[src/rtl/gufwc_pkg.sv]
package gufwc_pkg;

    // Grid capacity; cell (x, y) lives at entry y * MAX_COLUMNS + x.
    localparam int MAX_COLUMNS = 32;
    localparam int MAX_ROWS    = 32;
    localparam int CELL_COUNT  = MAX_COLUMNS * MAX_ROWS;
    localparam int CELL_W      = $clog2(CELL_COUNT);

    // Field widths.
    localparam int CFG_W    = 6;
    localparam int X_W      = 5;
    localparam int Y_W      = 5;
    localparam int DIR_W    = 2;
    localparam int STATUS_W = 2;
    localparam int MASK_W   = 4;

    // Width for grid bound compares (config value vs capacity vs coordinate + 1).
    localparam int MAX_DIM = (MAX_COLUMNS > MAX_ROWS) ? MAX_COLUMNS : MAX_ROWS;
    localparam int CMP_W   = $clog2(MAX_DIM + (1 << CFG_W)) + 1;

    // Register port.
    localparam int PADDR_W     = 3;
    localparam int PDATA_W     = 32;
    localparam int GRID_RESET  = 32;

    localparam logic [MASK_W-1:0] WALLS_ALL = '1;

    typedef enum logic [DIR_W-1:0] {
        DIR_Y_UP   = 2'd0,
        DIR_X_UP   = 2'd1,
        DIR_Y_DOWN = 2'd2,
        DIR_X_DOWN = 2'd3
    } t_dir;

    typedef enum logic [STATUS_W-1:0] {
        STS_REMOVED   = 2'd0,
        STS_CONNECTED = 2'd1,
        STS_OUTSIDE   = 2'd2
    } t_status;

    typedef enum logic [0:0] {
        REG_GRID_WIDTH  = 1'b0,
        REG_GRID_HEIGHT = 1'b1
    } t_reg_idx;

    // Microprogram steps.
    typedef enum logic [3:0] {
        ST_CLEAR  = 4'd0,
        ST_IDLE   = 4'd1,
        ST_CHECK  = 4'd2,
        ST_HERE   = 4'd3,
        ST_WALK1  = 4'd4,
        ST_SEEK2  = 4'd5,
        ST_THERE  = 4'd6,
        ST_WALK2  = 4'd7,
        ST_LINK   = 4'd8,
        ST_WALLS2 = 4'd9,
        ST_EMIT   = 4'd10
    } t_step;

    // Datapath operations.
    typedef enum logic [3:0] {
        ACT_CLEAR,
        ACT_WAIT,
        ACT_FETCH,
        ACT_HERE_MASK,
        ACT_WALK,
        ACT_SEEK2,
        ACT_NBR_MASK,
        ACT_LINK,
        ACT_WALL2,
        ACT_EMIT
    } t_act;

    // Jump conditions.
    typedef enum logic [2:0] {
        C_NONE,
        C_ALWAYS,
        C_CLR_DONE,
        C_ACCEPT,
        C_CELL_OUT,
        C_NBR_OUT,
        C_ROOT,
        C_SAME
    } t_cond;

    // C_OUT_FREE is kept as a separate bit so that t_cond stays within 3 bits.
    typedef struct packed {
        t_act       act;
        t_cond      cond;
        logic       cond_out_free;  // EMIT waits on the output register
        t_step      target;
        logic       stay;           // hold step when condition is false
    } t_uword;

    typedef struct packed {
        logic clr_done;
        logic accept;
        logic cell_out;
        logic nbr_out;
        logic root;
        logic same;
        logic out_free;
    } t_flags;

    function automatic t_uword uprog(input t_step s);
        t_uword w;
        w = '{act: ACT_WAIT, cond: C_ALWAYS, cond_out_free: 1'b0,
              target: ST_IDLE, stay: 1'b0};
        unique case (s)
            ST_CLEAR:  w = '{act: ACT_CLEAR, cond: C_CLR_DONE, cond_out_free: 1'b0,
                             target: ST_IDLE, stay: 1'b1};
            ST_IDLE:   w = '{act: ACT_WAIT, cond: C_ACCEPT, cond_out_free: 1'b0,
                             target: ST_CHECK, stay: 1'b1};
            ST_CHECK:  w = '{act: ACT_FETCH, cond: C_CELL_OUT, cond_out_free: 1'b0,
                             target: ST_EMIT, stay: 1'b0};
            ST_HERE:   w = '{act: ACT_HERE_MASK, cond: C_NBR_OUT, cond_out_free: 1'b0,
                             target: ST_EMIT, stay: 1'b0};
            ST_WALK1:  w = '{act: ACT_WALK, cond: C_ROOT, cond_out_free: 1'b0,
                             target: ST_SEEK2, stay: 1'b1};
            ST_SEEK2:  w = '{act: ACT_SEEK2, cond: C_NONE, cond_out_free: 1'b0,
                             target: ST_IDLE, stay: 1'b0};
            ST_THERE:  w = '{act: ACT_NBR_MASK, cond: C_NONE, cond_out_free: 1'b0,
                             target: ST_IDLE, stay: 1'b0};
            ST_WALK2:  w = '{act: ACT_WALK, cond: C_ROOT, cond_out_free: 1'b0,
                             target: ST_LINK, stay: 1'b1};
            ST_LINK:   w = '{act: ACT_LINK, cond: C_SAME, cond_out_free: 1'b0,
                             target: ST_EMIT, stay: 1'b0};
            ST_WALLS2: w = '{act: ACT_WALL2, cond: C_NONE, cond_out_free: 1'b0,
                             target: ST_IDLE, stay: 1'b0};
            ST_EMIT:   w = '{act: ACT_EMIT, cond: C_NONE, cond_out_free: 1'b1,
                             target: ST_IDLE, stay: 1'b1};
            default:   w = '{act: ACT_WAIT, cond: C_ALWAYS, cond_out_free: 1'b0,
                             target: ST_IDLE, stay: 1'b0};
        endcase
        return w;
    endfunction

endpackage

[src/rtl/gufwc_seq.sv]
module gufwc_seq (
    input  logic              i_clk,
    input  logic              i_rst_n,
    input  gufwc_pkg::t_flags i_flags,
    output gufwc_pkg::t_uword o_uword
);

    gufwc_pkg::t_step r_step;
    gufwc_pkg::t_step n_step;
    logic             hit;

    assign o_uword = gufwc_pkg::uprog(r_step);

    always_comb begin
        unique case (o_uword.cond)
            gufwc_pkg::C_NONE:     hit = 1'b0;
            gufwc_pkg::C_ALWAYS:   hit = 1'b1;
            gufwc_pkg::C_CLR_DONE: hit = i_flags.clr_done;
            gufwc_pkg::C_ACCEPT:   hit = i_flags.accept;
            gufwc_pkg::C_CELL_OUT: hit = i_flags.cell_out;
            gufwc_pkg::C_NBR_OUT:  hit = i_flags.nbr_out;
            gufwc_pkg::C_ROOT:     hit = i_flags.root;
            gufwc_pkg::C_SAME:     hit = i_flags.same;
            default:               hit = 1'b0;
        endcase
        if (o_uword.cond_out_free) begin
            hit = hit | i_flags.out_free;
        end

        if (hit) begin
            n_step = o_uword.target;
        end else if (o_uword.stay) begin
            n_step = r_step;
        end else begin
            n_step = gufwc_pkg::t_step'(r_step + 4'd1);
        end
    end

    always_ff @(posedge i_clk) begin
        if (!i_rst_n) begin
            r_step <= gufwc_pkg::ST_CLEAR;
        end else begin
            r_step <= n_step;
        end
    end

endmodule
[config.mk]
export PLATFORM = sky130hd
export DESIGN_NAME = gufwc_seq
export DESIGN_NICKNAME = d
export VERILOG_FILES = /design/src/rtl/gufwc_pkg.sv /design/src/rtl/gufwc_seq.sv
export SDC_FILE = /design/constraint.sdc
export NUM_CORES = 1
export LEC_CHECK = 0
export BUFFER_PORTS_ARGS = -buffer_cell sky130_fd_sc_hd__buf_2
export CORE_UTILIZATION = 50
export DETAILED_ROUTE_END_ITERATION = 7
export MAX_ROUTING_LAYER = met4
export PLACE_DENSITY = 0.74
export SYNTH_ARGS = -nofsm -noshare
export SYNTH_HDL_FRONTEND = slang
export SYNTH_SLANG_ARGS = --single-unit
[constraint.sdc]
create_clock -name i_clk -period 7 [get_ports i_clk]
set_input_delay 0 -clock i_clk [delete_from_list [all_inputs] [get_ports i_clk]]
set_output_delay 0 -clock i_clk [all_outputs]
set_load 0.005 [all_outputs]
==> key figures, run 1 <==
Pwr
  • Clk pwr share: 0.112
  • NetSw: roughly 200 uW
  • Sequential Power Share: 0.329
  • Worst vdd ir: ~220 uV
  • Tot Pwr: around 460 uW
  • Comb pwr share: 0.559
  • PwrDens: 384.0 nW/um^2
  • Switching Share: 0.4382
  • Internal: roughly 260 uW
  • Leak pwr: 0.0005660 uW

Global route
  • First-pass GRT wire length: ~3.8 mm
  • Pin count of the biggest net entering global routing: 18
  • Total GRT Usage: 0.2435
  • Vias in the first global route: roughly 900
  • Initial antenna violation count: 0
  • Total grt overflow: 0

Synth
  • Synth Warn #: 0
  • Post-synth net total: ~140
  • FF+latch count, synth: 17
  • Cell Area, Synth: 1057 um^2
  • EDFF count, synth: 0
  • Gate Count Post-Synth: around 120
  • Syn_area_per_cell: ~8.7 um^2
  • Async SR Flop Fraction: 0
  • Top FF cell, synth: dfxtp_1
  • Register area share after synthesis: 0.3219
  • Yosys cell types: between 40 and 50

Die
  • Die width: about 48 um
  • Row cnt: 16
  • Initial core utilization: 0.5335
  • CORE AREA: 1982 um^2
  • Top-Level Pins: 22
  • Die Y: approximately 48 um
  • Die area: 2303 um^2

Drt
  • Routed len/inst: between 10 and 15 um
  • DRT Pass-1 Iters: 4
  • Final WL: about 2.4 mm
  • Drt initial violations: 27
  • Vias per inst: between 5 and 6
  • Via count: about 970
  • Post-route ant nets: 0
  • # DRC: 0

STA
  • Setup Skew: around 0.0015 ns
  • Max-slew violation count: 0
  • Fmax achieved: between 300 and 400 MHz
  • Post-route setup TNS: 0 ns
  • Headroom to the max-slew limit: 0.4669
  • Endpoints failing setup: 0
  • Final min period: roughly 3.2 ns
  • Period utilization: 0.4630
  • Slew at the pin with the worst max-slew slack: roughly 0.80 ns
  • Fin. Hold Viols: 0
  • RSZ-0062 raised after global routing: no

CTS
  • CTS HTree Levels: 1
  • Root buffer cell: clkbuf_4
  • # hold bufs at CTS: 0
  • CTS tree: built
  • Setup Fix Bufs, Post-CTS: 0
  • Post-cts resize count: 0
  • Number of buffers created by CTS: 3
  • Clock transition at path regs: approximately 0.09 ns
  • Clk buf depth: 2
  • Sink Count: 17
  • Clk_lat worst skew: roughly 0.29 ns

Layout
  • Footprint of the multi-input gates: ~670 um^2
  • Layout cells sized above 1: 0.2292
  • Filler Cells Inserted: 191
  • Final Core Density: 0.6086
  • Cell Count, Final, Fillers Out: approximately 170
  • Net count reported at finish: roughly 160
  • Layout area overhead: 14.08%
  • # diodes: 0
  • Register Area: ~340 um^2

Min path
  • HP Class: in -> reg

Setup path
  • Critical-path cell list: mux2_1 -> and3_4 -> nor3_4 -> nor2_1 -> a311oi_2 -> inv_1 -> ha_1 -> inv_1 -> a221o_1 -> nand2_1
  • Req. time, crit path: approximately 7.2 ns
  • WS Path Type: reg -> reg
  • Worst Path Max Fanout: 17
  • Setup crit end kind: register
  • Critical Path Most Common Cell: inv_1
  • Crit path launch type: register
  • Max incr delay on CP: roughly 0.66 ns
  • CP max-delay cell: nor3_4
  • Crit path arrival time: 3.48 ns

Place
  • Hpwl dp: 1.923 mm
  • IO Port Bufs: 21
  • Inst Count DP: 167
  • RePlAce Congestion: ~0.9

Run status
  • Status: finished clean

Job
  • Max-Cap Viols: 0
cell type report:
cell class	count	share of cell area
multi-input combinational	93	0.5529
timing repair buffer	21	0.08714
inverter	9	0.02801
clock buffer	4	0.02178
sequential	17	0.2822
tap	27	0.02801
cells in the mapped netlist (all sizes together) (3+ instances only):
cell type / instances / area, um^2
nand2: 20 / 75.07
dfxtp: 17 / 340.3
inv: 8 / 30.03
mux2i: 8 / 80.08
ha: 7 / 87.58
nor2: 7 / 26.28
nor3: 4 / 31.28
a21oi: 3 / 15.01
and3: 3 / 23.77
nand3b: 3 / 22.52
nor2b: 3 / 18.77
xor2: 3 / 26.28
state kept, by name (all words and copies together) (netlist names):
name / cells
o_uword: 13
r_step: 4
power by group through the flow:
stage / Combinational (uW) / Clock, uW / Sequential, uW
after detailed placement: 256 / 0 / 155
final: 259 / 52.0 / 153
after global placement: 246 / 0 / 152
after global routing: 288 / 58.5 / 156
after floorplan: 194 / 0 / 151
after CTS: 257 / 53.7 / 153
kinds of logic (layout without fill, tap and decap cells):
group                      Yosys count  after routing  share of synthesized area
muxes                               10             10                    0.09704
adders and majority gates            7              7                    0.08284
xor gates and xnor gates             4              4                    0.03314
and+or+nand+nor                     54             54                     0.2734
buffers and inverters               12             34                    0.04733
DFF                                 17             17                     0.3219
AOI/OAI and AO/OA                   18             18                     0.1444
metal layers:
metal	part of all wire	wire length [um]	vias to the layer above	GRT usage
li1	-	-	474	-
met1	0.41	989	437	0.2780
met2	0.50	1201	47	0.4189
met3	0.074	177	8	0.06415
met4	0.015	37	0	0.06111
met5	0	0	-	-
cell usage in the layout, fill, tap and decap left out, types with 2 or more instances in the layout:
master,netlist,layout
clkbuf_4,0,3
dfxtp_1,17,17
nand2b_1,2,2
and2_1,2,2
o21ai_0,2,2
nor2_1,7,7
or3_1,2,2
nor2b_1,3,3
and3_1,2,2
mux2i_1,8,8
buf_2,1,21
nand2_1,20,20
nor3_1,3,3
a221o_1,2,2
nand3b_1,3,3
nand3_1,2,2
inv_1,8,8
ha_1,7,7
a21oi_1,3,3
xor2_1,3,3
stage by stage:
stage,worst slack (ns),hold WS (ns),area (um^2)
2_1_floorplan,4.167,0.2250,1057
3_3_place_gp,3.978,0.3758,1180
3_5_place_dp,3.802,0.3788,1180
4_1_cts,3.781,0.08602,1206
5_1_grt,3.545,0.09066,1206
6_report,3.759,0.09485,1206
critical path: cells and delay by family, from the launching register on:
family,cells,cell delay (ns)
mux,1,0.35
buf+inv,2,0.22
simple gates,4,1.09
compound gates,2,0.78
fa+ha+maj,1,0.33
flops,1,0.42
path summary, 6_finish.rpt:
path	depth (start not counted)	from	endpoint	slack, ns
max reg2reg	10	o_uword[7]$_DFF_P_	o_uword[0]$_DFF_P_	3.76
min	2	i_rst_n	r_step[3]$_SDFFE_PN0N_	0.09
max	10	o_uword[7]$_DFF_P_	o_uword[0]$_DFF_P_	3.76
min reg2reg	2	o_uword[1]$_DFF_P_	r_step[0]$_SDFFE_PN0N_	0.59
No activity file was read; power rests on OpenSTA's default activity.
==> inputs of run 2 (changes only) <==
CORE_UTILIZATION = 48   (was 50)
clock period = 2.8 ns   (was 7 ns; I/O delays follow)
==> key figures, run 2 (synthesis results as in run 1) <==
Layout
  • Filler Cells Inserted: 178 (-6.8%)
  • Layout area overhead: 16.21%
  • # diodes: 0 (unchanged)
  • Commonest cells after routing, fill and taps aside: buf_2, nand2_1, dfxtp_1
  • Net count reported at finish: 164 (+1.9%)
  • Cell Count, Final, Fillers Out: 174 (+1.8%)
  • Layout cells sized above 1: 0.2449 (+0.01573)
  • Commonest non-fill, non-tap cell in the layout: buf_2
  • Footprint of the multi-input gates: 666.9 um^2 (unchanged)
  • Max reg flops: 13 (unchanged)
  • Final Core Density: 0.6077 (-0.0009130)
  • Register Area: 340.3 um^2 (unchanged)

Drt
  • Final WL: 2.143 mm (-11%)
  • DRT Pass-1 Iters: 4 (unchanged)
  • Via count: 944 (-2.3%)
  • Post-route ant nets: 0 (unchanged)
  • Vias per inst: 5.425 (-4.0%)
  • Drt initial violations: 12 (-56%)
  • # DRC: 0 (unchanged)
  • Routed len/inst: 12.32 um (-12%)

Place
  • IO Port Bufs: 21 (unchanged)
  • Inst Count DP: 170 (+1.8%)
  • RePlAce Congestion: 0.8588 (-2.3%)
  • Pre-CTS setup slack: 0.2818 ns (-3.520 ns)
  • Hpwl dp: 1.735 mm (-9.8%)

Setup path
  • RR Startpoint: o_uword[7]$_DFF_P_
  • Worst Path Max Fanout: 6 (-11)
  • Crit path launch type: register
  • Critical Path Most Common Cell: inv_1
  • Max incr delay on CP: 0.40 ns (-0.26 ns)
  • Critical R2R Capture: o_uword[7]$_DFF_P_
  • CP max-delay cell: dfxtp_1
  • CP top delay family: simple AND/OR/NAND/NOR gates
  • Req. time, crit path: 3.04 ns (-4.19 ns)
  • R2R Setup Slk: 0.26 ns (-3.50 ns)
  • Setup crit end kind: register
  • Critical-path cell list: mux2_1 -> and3_4 -> nor3_4 -> nor2_1 -> a311oi_2 -> inv_1 -> ha_1 -> inv_1 -> a221o_1 -> nand2_1
  • Buffers & Inverters on Critical Path: 2 (unchanged)
  • Worst r2r path cells: 10 (unchanged)
  • WS Path Type: reg -> reg
  • Crit path arrival time: 2.78 ns (-0.70 ns)

Die
  • Top-Level Pins: 22 (unchanged)
  • CORE AREA: 2022 um^2 (+2.0%)
  • Initial core utilization: 0.5229 (-0.01056)
  • Die area: 2394 um^2 (+4.0%)
  • Die width: 48.93 um (+2.0%)
  • Die Y: 48.93 um (+2.0%)
  • Row cnt: 16 (unchanged)

Pwr
  • Worst vdd ir: 668.5 uV (+200%)
  • NetSw: 489.1 uW (+140%)
  • Leak pwr: 0.0005814 uW (+2.7%)
  • Switching Share: 0.4229 (-0.01523)
  • Internal: 667.3 uW (+160%)
  • Clk pwr share: 0.109 (-0.003)
  • Sequential Power Share: 0.327 (-0.002)
  • PwrDens: 941.1 nW/um^2 (+150%)
  • Tot Pwr: 1156 uW (+150%)
  • Comb pwr share: 0.563 (+0.004)

CTS
  • Number of buffers created by CTS: 3 (unchanged)
  • Sink Count: 17 (unchanged)
  • Clock transition at path regs: 0.09 ns (about the same)
  • Clk_lat worst skew: 0.29 ns (about the same)
  • CTS tree: built
  • # hold bufs at CTS: 0 (unchanged)
  • Root buffer cell: clkbuf_4
  • Setup Fix Bufs, Post-CTS: 0 (unchanged)
  • CTS HTree Levels: 1 (unchanged)
  • Clk buf depth: 2 (unchanged)
  • Post-cts resize count: 0 (unchanged)

Global route
  • Vias in the first global route: 824 (-6.0%)
  • Total GRT Usage: 0.1934 (-0.05011)
  • M3 GR Usage: 0.05607 (-0.008076)
  • First-pass GRT wire length: 3.498 mm (-7.1%)
  • Initial antenna violation count: 0 (unchanged)
  • Global routing's busiest layer: met2
  • Met1 Use GR: 0.2379 (-0.04012)
  • Met2 usage: 0.3194 (-0.09947)
  • Pin count of the biggest net entering global routing: 13 (-5)
  • Total grt overflow: 0 (unchanged)

STA
  • Headroom to the max-slew limit: 0.6438 (+0.1769)
  • Max-slew violation count: 0 (unchanged)
  • Final min period: 2.543 ns (-0.6976 ns)
  • Setup Skew: 0.002287 ns (+0.0008084 ns)
  • Fin. Hold Viols: 0 (unchanged)
  • Fmax achieved: 393.2 MHz (+27%)
  • Worst Slack Setup Final: 0.2568 ns (-3.502 ns)
  • Endpoints failing setup: 0 (unchanged)
  • Post-route setup TNS: 0 ns (unchanged)
  • RSZ-0062 raised after global routing: no
  • Slew at the pin with the worst max-slew slack: 0.5259 ns (-0.2711 ns)
  • Period utilization: 0.9083 (+0.4453)

Job
  • Max-Cap Viols: 0 (unchanged)

Run status
  • Status: finished clean

Min path
  • Hold endpoint: r_step[3]$_SDFFE_PN0N_
  • HP Class: in -> reg
  • Hold Crit Depth: 2 (unchanged)
  • Hold Path Origin: i_rst_n
==> run 2: cell count changes in the layout (fill, tap and decap cells not counted) <==
cell   change
buf_4      +3
==> run 2: worst max-delay path by stage <==
stage / endpoint / from / depth (start not counted) / slack, ns
after global placement: o_uword[7]$_DFF_P_ / o_uword[7]$_DFF_P_ / 10 / 0.25
after detailed placement: o_uword[7]$_DFF_P_ / o_uword[7]$_DFF_P_ / 10 / 0.28
after global routing: o_uword[8]$_DFF_P_ / o_uword[7]$_DFF_P_ / 9 / 0.05
after CTS: o_uword[7]$_DFF_P_ / o_uword[7]$_DFF_P_ / 10 / 0.25
final: o_uword[7]$_DFF_P_ / o_uword[7]$_DFF_P_ / 10 / 0.26
after floorplan: o_uword[7]$_DFF_P_ / o_uword[7]$_DFF_P_ / 11 / 0.01
==> run 2: cell type report <==
| class | instances | share of cell area |
|---|---|---|
| repair buffers | 24 | 0.1039 |
| clock buffers | 4 | 0.02138 |
| well taps | 27 | 0.02749 |
| multi-input cells | 93 | 0.5428 |
| inverters | 9 | 0.02749 |
| flip-flops and latches | 17 | 0.2770 |
==> run 2: layer usage <==
metal	part of all wire	wire, um
met2	0.47	1001
met3	0.053	113
met1	0.47	1010
met5	0	0
met4	0.0079	17
==> run 2: worst reg2reg max path: stages, from the launching register on <==
cell and delay, ns:
dfxtp_1 0.40, mux2_1 0.34, and3_4 0.19, nor3_4 0.27
nor2_1 0.11, a311oi_2 0.29, inv_1 0.13, ha_1 0.31
inv_1 0.07, a221o_1 0.34, nand2_1 0.07
==> run 2: power by group through the flow <==
stage,combinational [uW],clock (uW),sequential [uW]
final,651,127,378
after global routing,718,140,390
after CTS,653,131,379
after detailed placement,651,0,384
after global placement,646,0,382
after floorplan,486,0,378
==> run 2: stage by stage <==
step / hold slack, ns / instance area, um^2
floorplan: 0.2250 / 1057
global placement: 0.3752 / 1202
detailed placement: 0.3729 / 1202
CTS: 0.08818 / 1229
global route: 0.09379 / 1229
finish: 0.09622 / 1229
==> inputs of run 3 (changes only) <==
clock period = 2.3 ns   (was 2.8 ns; I/O delays follow)
==> key figures, run 3 (synthesis results as in run 1) <==
CTS
  • Clock transition at path regs: 0.10 ns (about the same)
  • Sink Count: 17 (unchanged)
  • Number of buffers created by CTS: 3 (unchanged)
  • # hold bufs at CTS: 0 (unchanged)
  • CTS tree: built
  • Clk_lat worst skew: 0.29 ns (about the same)
  • Root buffer cell: clkbuf_4
  • Clk buf depth: 2 (unchanged)
  • CTS HTree Levels: 1 (unchanged)

Layout
  • # diodes: 0 (unchanged)
  • Commonest cells after routing, fill and taps aside: buf_2, nand2_1, dfxtp_1
  • Design area: 1375 um^2 (+12%)
  • Commonest non-fill, non-tap cell in the layout: buf_2
  • Final Core Density: 0.6801 (+0.07240)
  • Layout area overhead: 30.06%
  • Net count reported at finish: 172 (+4.9%)
  • Filler Cells Inserted: 176 (-1.1%)
  • Layout cells sized above 1: 0.3806 (+0.1357)
  • Max reg flops: 13 (unchanged)

Setup path
  • Crit path launch: o_uword[7]$_DFF_P_
  • Critical-path cell list: mux2_4 -> and3_4 -> nor3_4 -> mux2i_2 -> nor2_2 -> ha_4 -> inv_4 -> a221o_1 -> nand2_1
  • Worst Path Max Fanout: 5 (-1)
  • RR Startpoint: o_uword[7]$_DFF_P_
  • WS Path Type: reg -> reg
  • Req. time, crit path: 2.53 ns (-0.51 ns)
  • Crit path arrival time: 2.58 ns (-0.20 ns)
  • Crit path launch type: register
  • Max incr delay on CP: 0.38 ns (-0.02 ns)
  • CP max-delay cell: dfxtp_4
  • Setup crit end kind: register

STA
  • Worst Slack Setup Final: -0.04921 ns (-0.3060 ns)
  • Slew at the pin with the worst max-slew slack: 0.5853 ns (+0.05934 ns)
  • Post-route setup TNS: -0.05211 ns (-0.05211 ns)
  • Fmax achieved: 425.7 MHz (+8.3%)
  • Fin. Hold Viols: 0 (unchanged)
  • Endpoints failing setup: 2 (+2)
  • Headroom to the max-slew limit: 0.6062 (-0.03762)
  • Setup Skew: 0.002643 ns (+0.0003551 ns)
  • Max-slew violation count: 0 (unchanged)
  • Period utilization: 1.021 (+0.1131)
  • Final min period: 2.349 ns (-0.1940 ns)
  • RSZ-0062 raised after global routing: yes
  • Worst Hold Margin: 0.09419 ns (-0.002031 ns)

Drt
  • DRT Pass-1 Iters: 4 (unchanged)
  • Highest Signal Layer: met4
  • Vias per inst: 5.505 (+1.5%)
  • Via count: 1002 (+6.1%)
  • Post-route ant nets: 0 (unchanged)
  • Final WL: 2.454 mm (+15%)
  • DR WL met3: 132 um (+17%)
  • Drt initial violations: 32 (+20)
  • WL met2: 1.145 mm (+14%)
  • Wl on met1: 1.112 mm (+10%)
  • # DRC: 0 (unchanged)
  • Routed len/inst: 13.48 um (+9.5%)

Die
  • Die width: 48.93 um (unchanged)
  • Die area: 2394 um^2 (unchanged)
  • Initial core utilization: 0.5229 (unchanged)
  • Top-Level Pins: 22 (unchanged)
  • Row cnt: 16 (unchanged)
  • Die Y: 48.93 um (unchanged)
  • CORE AREA: 2022 um^2 (unchanged)

Pwr
  • Tot Pwr: 1726 uW (+49%)
  • Leak pwr: 0.0006263 uW (+7.7%)
  • PwrDens: 1255 nW/um^2 (+33%)
  • Worst vdd ir: 783.6 uV (+17%)

Min path
  • Hold Path Origin: i_rst_n
  • HP Class: in -> reg

Run status
  • Failing checks: setup timing
  • Status: finished, violations left

Global route
  • Pin count of the biggest net entering global routing: 13 (unchanged)
  • Total grt overflow: 0 (unchanged)
  • First-pass GRT wire length: 3.870 mm (+11%)
  • Vias in the first global route: 894 (+8.5%)
  • Total GRT Usage: 0.2221 (+0.02872)
  • Initial antenna violation count: 0 (unchanged)

Place
  • RePlAce Congestion: 0.8868 (+3.3%)
  • Post-placement cell area: 1309 um^2 (+8.8%)
  • IO Port Bufs: 21 (unchanged)
  • Hpwl dp: 1.903 mm (+9.7%)

Job
  • Max-Cap Viols: 0 (unchanged)
==> run 3: cell types whose count changed in the layout (fill, tap and decap cells not counted), sizes merged <==
| cell | previous run | this run |
|---|---|---|
| buf | 24 | 32 |
==> run 3: per-stage QoR <==
stage | instances | setup WS [ns]
finish | 182 | -0.04921
global placement | 177 | -0.00005462
detailed placement | 177 | -0.04096
global route | 182 | -0.1124
floorplan | 122 | -0.2380
CTS | 182 | -0.02204
==> run 3: final cells by class <==
class | count | area (um^2) | share of cell area
Multi-Input combinational cell | 93 | 745.7 | 0.5423
Inverter | 9 | 36.28 | 0.02639
Timing Repair Buffer | 32 | 187.7 | 0.1365
Sequential cell | 17 | 345.3 | 0.2511
Clock buffer | 4 | 26.28 | 0.01911
Tap cell | 27 | 33.78 | 0.02457
==> run 3: layer usage <==
metal	track usage	vias to the layer above
li1	-	498
met1	0.2750	460
met2	0.3426	38
met3	0.03738	6
met4	0.1225	0
met5	-	-
==> run 3: power by group <==
part | internal (uW) | switching [uW]
clock | 67.6 | 94.5
sequential | 388 | 89.1
combinational | 540 | 547
total | 996 | 730
==> run 3: timing repair <==
item                                    in CTS  in global routing
endpoints found under the setup margin       5                 10
resized for setup                            2                  8
setup buffers                                1                  0
pin swaps                                    0                  2
==> run 3: path summary, 6_finish.rpt <==
kind                                          endpoint  slack (ns)  depth (start not counted)
worst max-delay path                o_uword[0]$_DFF_P_       -0.05                          9
worst min-delay path                o_uword[9]$_DFF_P_        0.09                          2
worst max register to register      o_uword[0]$_DFF_P_       -0.05                          9
worst min register to register  r_step[1]$_SDFFE_PN0N_        0.62                          2
==> run 3: worst max-delay path, delay by kind of cell (launching register included) <==
| family | cells | cell delay (ns) |
|---|---|---|
| AO/OA/AOI/OAI | 1 | 0.30 |
| buffers and inverters | 1 | 0.04 |
| AND/OR/NAND/NOR | 4 | 0.64 |
| adder cells (fa/ha/maj) | 1 | 0.29 |
| flip-flops | 1 | 0.38 |
| multiplexers | 2 | 0.64 |
